**src/rtl/vrm_pkg.sv**
```systemverilog
// ----------------------------------------------------------------------------
// vrm_pkg
// Shared types and constants of the voxel ray marcher.
// ----------------------------------------------------------------------------
package vrm_pkg;

   localparam int AXES      = 3;
   localparam int COORD_IN_W = 7;
   localparam int DIR_W     = 16;
   localparam int COLOUR_W  = 4;
   localparam int STEP_W    = 8;

   localparam logic [STEP_W-1:0] RENDER_DIST_RESET = 8'd50;

   typedef enum logic {
      OP_WRITE = 1'b0,
      OP_CAST  = 1'b1
   } opcode_type;

   // one ray step travelling down the pipe
   typedef struct packed {
      logic              valid;
      logic              outside;
      logic              last;
      logic [STEP_W-1:0] step;
   } probe_type;

endpackage

```
**src/rtl/vrm_ray_step.sv**
```systemverilog
// ----------------------------------------------------------------------------
// vrm_ray_step
// Ray position accumulator and rounding stage; issues one voxel address
// per step.
// ----------------------------------------------------------------------------
module vrm_ray_step import vrm_pkg::*; #(
   parameter int GRID_SIZE     = 128,
   parameter int DIR_FRAC_BITS = 14,
   localparam int CW = $clog2(GRID_SIZE),
   localparam int AW = 3 * CW
) (
   input  logic                    clock,
   input  logic                    reset,
   input  logic                    start,
   input  logic [COORD_IN_W-1:0]   origin [AXES],
   input  logic signed [DIR_W-1:0] dir [AXES],
   input  logic [STEP_W-1:0]       limit,
   input  logic                    stall,
   input  logic                    flush,
   output logic                    active,
   output probe_type               probe,
   output logic [AW-1:0]           addr
);

   localparam int F      = DIR_FRAC_BITS;
   localparam int SPAN_W = (COORD_IN_W + F > STEP_W + DIR_W - 1) ?
                           COORD_IN_W + F : STEP_W + DIR_W - 1;
   localparam int PW     = SPAN_W + 2;
   localparam int RW     = PW + 1 - F;
   localparam logic [PW:0] HALF = (PW+1)'(1) << (F - 1);

   logic signed [PW-1:0]    pos_ff [AXES];
   logic signed [PW-1:0]    pos_in [AXES];
   logic signed [DIR_W-1:0] dir_ff [AXES];
   logic signed [DIR_W-1:0] dir_in [AXES];
   logic [STEP_W-1:0]       step_ff, step_in;
   logic                    active_ff, active_in;
   logic                    last_step;

   logic [PW-1:0]           mag  [AXES];
   logic [PW:0]             rsum [AXES];
   logic [RW-1:0]           rnd  [AXES];
   logic [CW-1:0]           coord [AXES];
   logic [AXES-1:0]         out_axis;

   probe_type               probe_ff, probe_in;
   logic [AW-1:0]           addr_ff, addr_in;

   assign last_step = (step_ff == limit);

   // position = origin * 2^F + step * dir, kept as a running sum
   always_comb begin
      pos_in    = pos_ff;
      dir_in    = dir_ff;
      step_in   = step_ff;
      active_in = active_ff;
      if (start) begin
         for (int a = 0; a < AXES; a++) begin
            pos_in[a] = $signed(PW'(origin[a]) << F) + PW'(dir[a]);
         end
         dir_in    = dir;
         step_in   = STEP_W'(1);
         active_in = 1'b1;
      end else if (flush) begin
         active_in = 1'b0;
      end else if (active_ff && !stall) begin
         for (int a = 0; a < AXES; a++) begin
            pos_in[a] = pos_ff[a] + PW'(dir_ff[a]);
         end
         step_in = step_ff + STEP_W'(1);
         if (last_step) begin
            active_in = 1'b0;
         end
      end
   end

   // round to nearest, ties away from zero; a negative value that rounds
   // to zero is still inside the grid
   always_comb begin
      for (int a = 0; a < AXES; a++) begin
         mag[a]      = pos_ff[a][PW-1] ? PW'(-pos_ff[a]) : PW'(pos_ff[a]);
         rsum[a]     = {1'b0, mag[a]} + HALF;
         rnd[a]      = rsum[a][PW:F];
         out_axis[a] = pos_ff[a][PW-1] ? (rnd[a] != '0) : (rnd[a] >= RW'(GRID_SIZE));
         coord[a]    = rnd[a][CW-1:0];
      end
   end

   always_comb begin
      probe_in = probe_ff;
      addr_in  = addr_ff;
      if (flush) begin
         probe_in.valid = 1'b0;
      end else if (!stall) begin
         probe_in.valid   = active_ff;
         probe_in.outside = |out_axis;
         probe_in.last    = last_step;
         probe_in.step    = step_ff;
         addr_in          = {coord[0], coord[1], coord[2]};
      end
   end

   always_ff @(posedge clock) begin
      if (reset) begin
         active_ff <= 1'b0;
         probe_ff  <= '0;
      end else begin
         active_ff <= active_in;
         probe_ff  <= probe_in;
      end
   end

   always_ff @(posedge clock) begin
      pos_ff  <= pos_in;
      dir_ff  <= dir_in;
      step_ff <= step_in;
      addr_ff <= addr_in;
   end

   assign active = active_ff;
   assign probe  = probe_ff;
   assign addr   = addr_ff;

endmodule

```
**config.mk**
```make
export PLATFORM = sky130hd
export DESIGN_NAME = vrm_ray_step
export DESIGN_NICKNAME = d
export VERILOG_FILES = /design/src/rtl/vrm_pkg.sv /design/src/rtl/vrm_ray_step.sv
export SDC_FILE = /design/constraint.sdc
export NUM_CORES = 1
export LEC_CHECK = 0
export ABC_AREA = 1
export BUFFER_PORTS_ARGS = -buffer_cell sky130_fd_sc_hd__buf_2
export CAP_MARGIN = 20
export CORE_ASPECT_RATIO = 0.6
export CORE_MARGIN = 2
export CORE_UTILIZATION = 25
export CTS_BUF_LIST = sky130_fd_sc_hd__clkbuf_8
export CTS_CLUSTER_DIAMETER = 40
export CTS_CLUSTER_SIZE = 10
export DETAILED_ROUTE_END_ITERATION = 12
export GPL_TIMING_DRIVEN = 0
export SLEW_MARGIN = 20
export SYNTH_ARGS = -nofsm -noshare
export SYNTH_HDL_FRONTEND = slang
export SYNTH_SLANG_ARGS = --single-unit
```
**constraint.sdc**
```tcl
create_clock -name clock -period 4.1 [get_ports clock]
set_clock_uncertainty 0.1 [all_clocks]
set_input_delay 0.205 -clock clock [delete_from_list [all_inputs] [get_ports clock]]
set_output_delay 0.205 -clock clock [all_outputs]
set_load 0.01 [all_outputs]
```
==> results.py <==
metrics = {
    "clock_tree": {
        "ctsResizeCount": 0,
        "cts_root_buf": "clkbuf_8",
        "cts_tree": "done",
        "worst_setup_hold_path_clk_slew_ns": 0.10,
        "clock_path_buffers": 2,
        "cts_sinks": 164,
        "numCtsBuffers": 17,
        "htreeDepth": 4,
        "clk_latency_ns": 0.51,
    },
    "global_route": {
        "gr-usage-met3_pct": 3.83,
        "grt_overflow": 0,
        "grt_pass1_vias": 11213,
        "grt_max_degree": 39,
        "track_usage_pct": 15.1,
        "grt_pass1_wl_microns": 60700,
        "grt_use_met1_pct": 21.8,
        "grt-busiest-layer": "met2",
        "use_met2_pct": 22.2,
        "antenna_found_initial": 6,
    },
    "synthesis": {
        "yosysMostFrequentCell": "nand2_1",
        "synth_cell_types": 55,
        "synth_nets": 1839,
        "ys_ff_latch": 164,
        "yosysSeqAreaShare_pct": 37.5,
        "synth_area_leader_cell": "edfxtp_1",
        "synth-edff-count": 144,
        "synthesis.area_sq_um": 12600,
        "synth.avg_cell_area_sq_um": 7.63,
        "ys_top_cells_by_area": "edfxtp_1 34%, nand2_1 13%, ha_1 9.9%, inv_1 5.2%, a21oi_1 5.0%",
        "yosysWarnings": 0,
        "synth_cells": 1651,
        "synth_top_area_share_pct": 34.3,
        "synth-main-ff-cell": "edfxtp_1",
        "synth_common_cells": "448 x nand2_1, 175 x inv_1, 162 x nor2_1, 144 x edfxtp_1, 126 x a21oi_1",
        "async_reset_ff_share_pct": 0,
    },
    "power": {
        "leakage_uw": 0.00676,
        "finalPower_uw": 5870,
        "ir_worst_vdd_v": 0.000226,
        "pwr_density_cell_nw_per_um2": 389,
    },
    "route": {
        "avgViaCountPerCell": 4.67,
        "first_pass_iters": 5,
        "vias": 11716,
        "drt_iter0_markers": 903,
        "detail-route-antenna-nets": 0,
        "post_drt_wl_per_cell_microns": 15.5,
        "routed_wl_microns": 38800,
        "route.detailed.drc": 0,
    },
    "worst_setup_path": {
        "timing.rr.start": "pos_ff[25]",
        "path_delay_family": "buffers and inverters",
        "cp-start-kind": "primary input",
        "crit_required_ns": 4.26,
        "ff2ff_path_depth": 14,
        "cp_max_fo": 38,
        "worstPathCellList": "dlygate4sd3_1, buf_4, clkbuf_1, inv_2, buf_1, nand2_4, buf_16, buf_12",
        "path_buf_inv": 7,
        "cp-end-kind": "register",
        "max_stage_delay_ns": 0.87,
        "r2r_setup_slack_ns": 1.12,
        "cp_slowest_cell": "buf_1",
        "critPathArrivalTime_ns": 3.18,
        "path_class": "in2reg",
        "r2r_end": "pos_ff[47]",
    },
    "worst_hold_path": {
        "whs_path_depth": 4,
        "hp-start": "origin[14]",
        "min_path_type": "in2reg",
        "min_to": "pos_ff[64]",
    },
    "place": {
        "gp_congestion": 0.904,
        "dp_hpwl_microns": 30800,
        "port_buffers": 114,
        "dp.cells": 2419,
    },
    "finish": {
        "fill_cells": 5309,
        "fin_cells": 2510,
        "syn2layout_area_growth_pct": 19.7,
        "drive_gt1_share_pct": 13.6,
        "nets": 2034,
    },
    "floorplanning": {
        "start_util_pct": 25.4,
        "ios": 115,
        "core_sq_um": 49600,
        "die_h_microns": 178,
        "dieArea_sq_um": 52300,
        "die_w_microns": 294,
        "rows": 63,
    },
    "sta": {
        "fin_setup_tns_ns": 0,
        "finalCritPeriodShare_pct": 73.8,
        "max_freq_mhz": 331,
        "finalCriticalPeriod_ns": 3.03,
        "tightestPinTransition_ns": 1.14,
        "relSlewSlack_pct": 24.2,
        "slew_violations": 0,
        "setup_violations": 0,
        "finalHoldViolations": 0,
        "grt_setup_unrepaired": "false",
    },
    "status": {
        "run_status": "finished clean",
    },
    "flow_run": {
        "cap_violations": 0,
    },
}
## worst reg2reg max path, delay by kind of cell (launching register included)
kind / cells / cell delay [ns]
adders and majority gates: 2 / 0.60
buffers and inverters: 2 / 0.13
AOI/OAI and AO/OA: 5 / 0.93
and+or+nand+nor: 5 / 0.57
DFF: 1 / 0.44
## how the worst max path moves through the flow
stage | endpoint | startpoint | slack, ns | cells after the start
detailed placement | pos_ff[31] | start | 1.10 | 7
floorplan | pos_ff[0] | start | 1.15 | 4
CTS | pos_ff[45] | start | 1.11 | 8
global route | probe[9] | pos_ff[38] | 0.82 | 14
finish | pos_ff[31] | start | 1.07 | 8
global placement | pos_ff[32] | start | -2.09 | 5
## registers in the layout, indices dropped and copies added, names as in the netlist
signal   count
active       1
addr        21
dir_ff      48
pos_ff      75
probe       11
step_ff      8
## placed cells by master (no fill, tap or decap), types with 8 or more instances in the layout
cell	n
nand2_1	447
inv_1	176
nor2_1	162
edfxtp_1	144
a21oi_1	126
buf_2	118
ha_1	100
nand3_1	93
o21ai_0	79
dlygate4sd3_1	57
or2_2	23
xnor2_1	21
dfxtp_1	20
nand2_2	19
xor2_1	19
nor3_1	19
clkbuf_8	17
nor2_2	16
o21ai_1	15
nand3b_1	12
nand4_1	12
clkbuf_1	10
o21ai_2	9
o21a_1	9
buf_1	8
a21o_1	8
## cells by family (layout without fill, tap and decap cells)
group           Yosys count  in the layout  share of synthesized area [%]
simple gates            842            842                           29.3
compound gates          288            288                           12.9
buf+inv                 208            416                           6.29
flops                   164            164                           37.5
fa+ha+maj               106            106                           10.9
xor+xnor                 42             42                           3.04
mux                       1              1                         0.0794
other cells               0              1                              0
## timing repair
action | CTS | global route
hold buffers | 57 | 0
hold endpoints to repair | 110 | 0
setup buffers | 0 | 0
## area by class of cell
type                       count  area [sq um]  area share (%)
multi-input combinational   1279          7090            47.0
sequential                   164          4720            31.3
timing repair buffer         176          1260            8.33
tap                          650           813            5.39
inverter                     183           689            4.57
clock buffer                  17           234            1.55
clock inverter                15           173            1.14
buffer                        25           105           0.696
antenna                        1          2.50          0.0166
## per-layer routing
metal,up-vias,part of all wire [%],routed length [microns]
met3,31,6.7,2620
met5,-,0.10,40
li1,5941,-,-
met4,6,1.4,562
met1,5438,51,19800
met2,300,41,15900
## per-stage QoR
| step | instance area, sq um | setup WS [ns] | utilization, % | hold slack, ns |
|---|---|---|---|---|
| floorplan | 12600 | 1.15 | - | 0.174 |
| global placement | 14000 | -2.09 | 28.2 | 0.299 |
| detailed placement | 14100 | 1.10 | 28.4 | 0.298 |
| CTS | 15100 | 1.11 | 30.4 | 0.0159 |
| global route | 15100 | 0.824 | 30.4 | 0.0285 |
| finish | 15100 | 1.07 | 30.4 | 0.0409 |
## where the power goes
group	internal (uW)	total (uW)	switching, uW
Sequential	2080	2280	196
Clock	559	1280	720
Combinational	872	2310	1440
No activity file was read; power rests on OpenSTA's default activity.
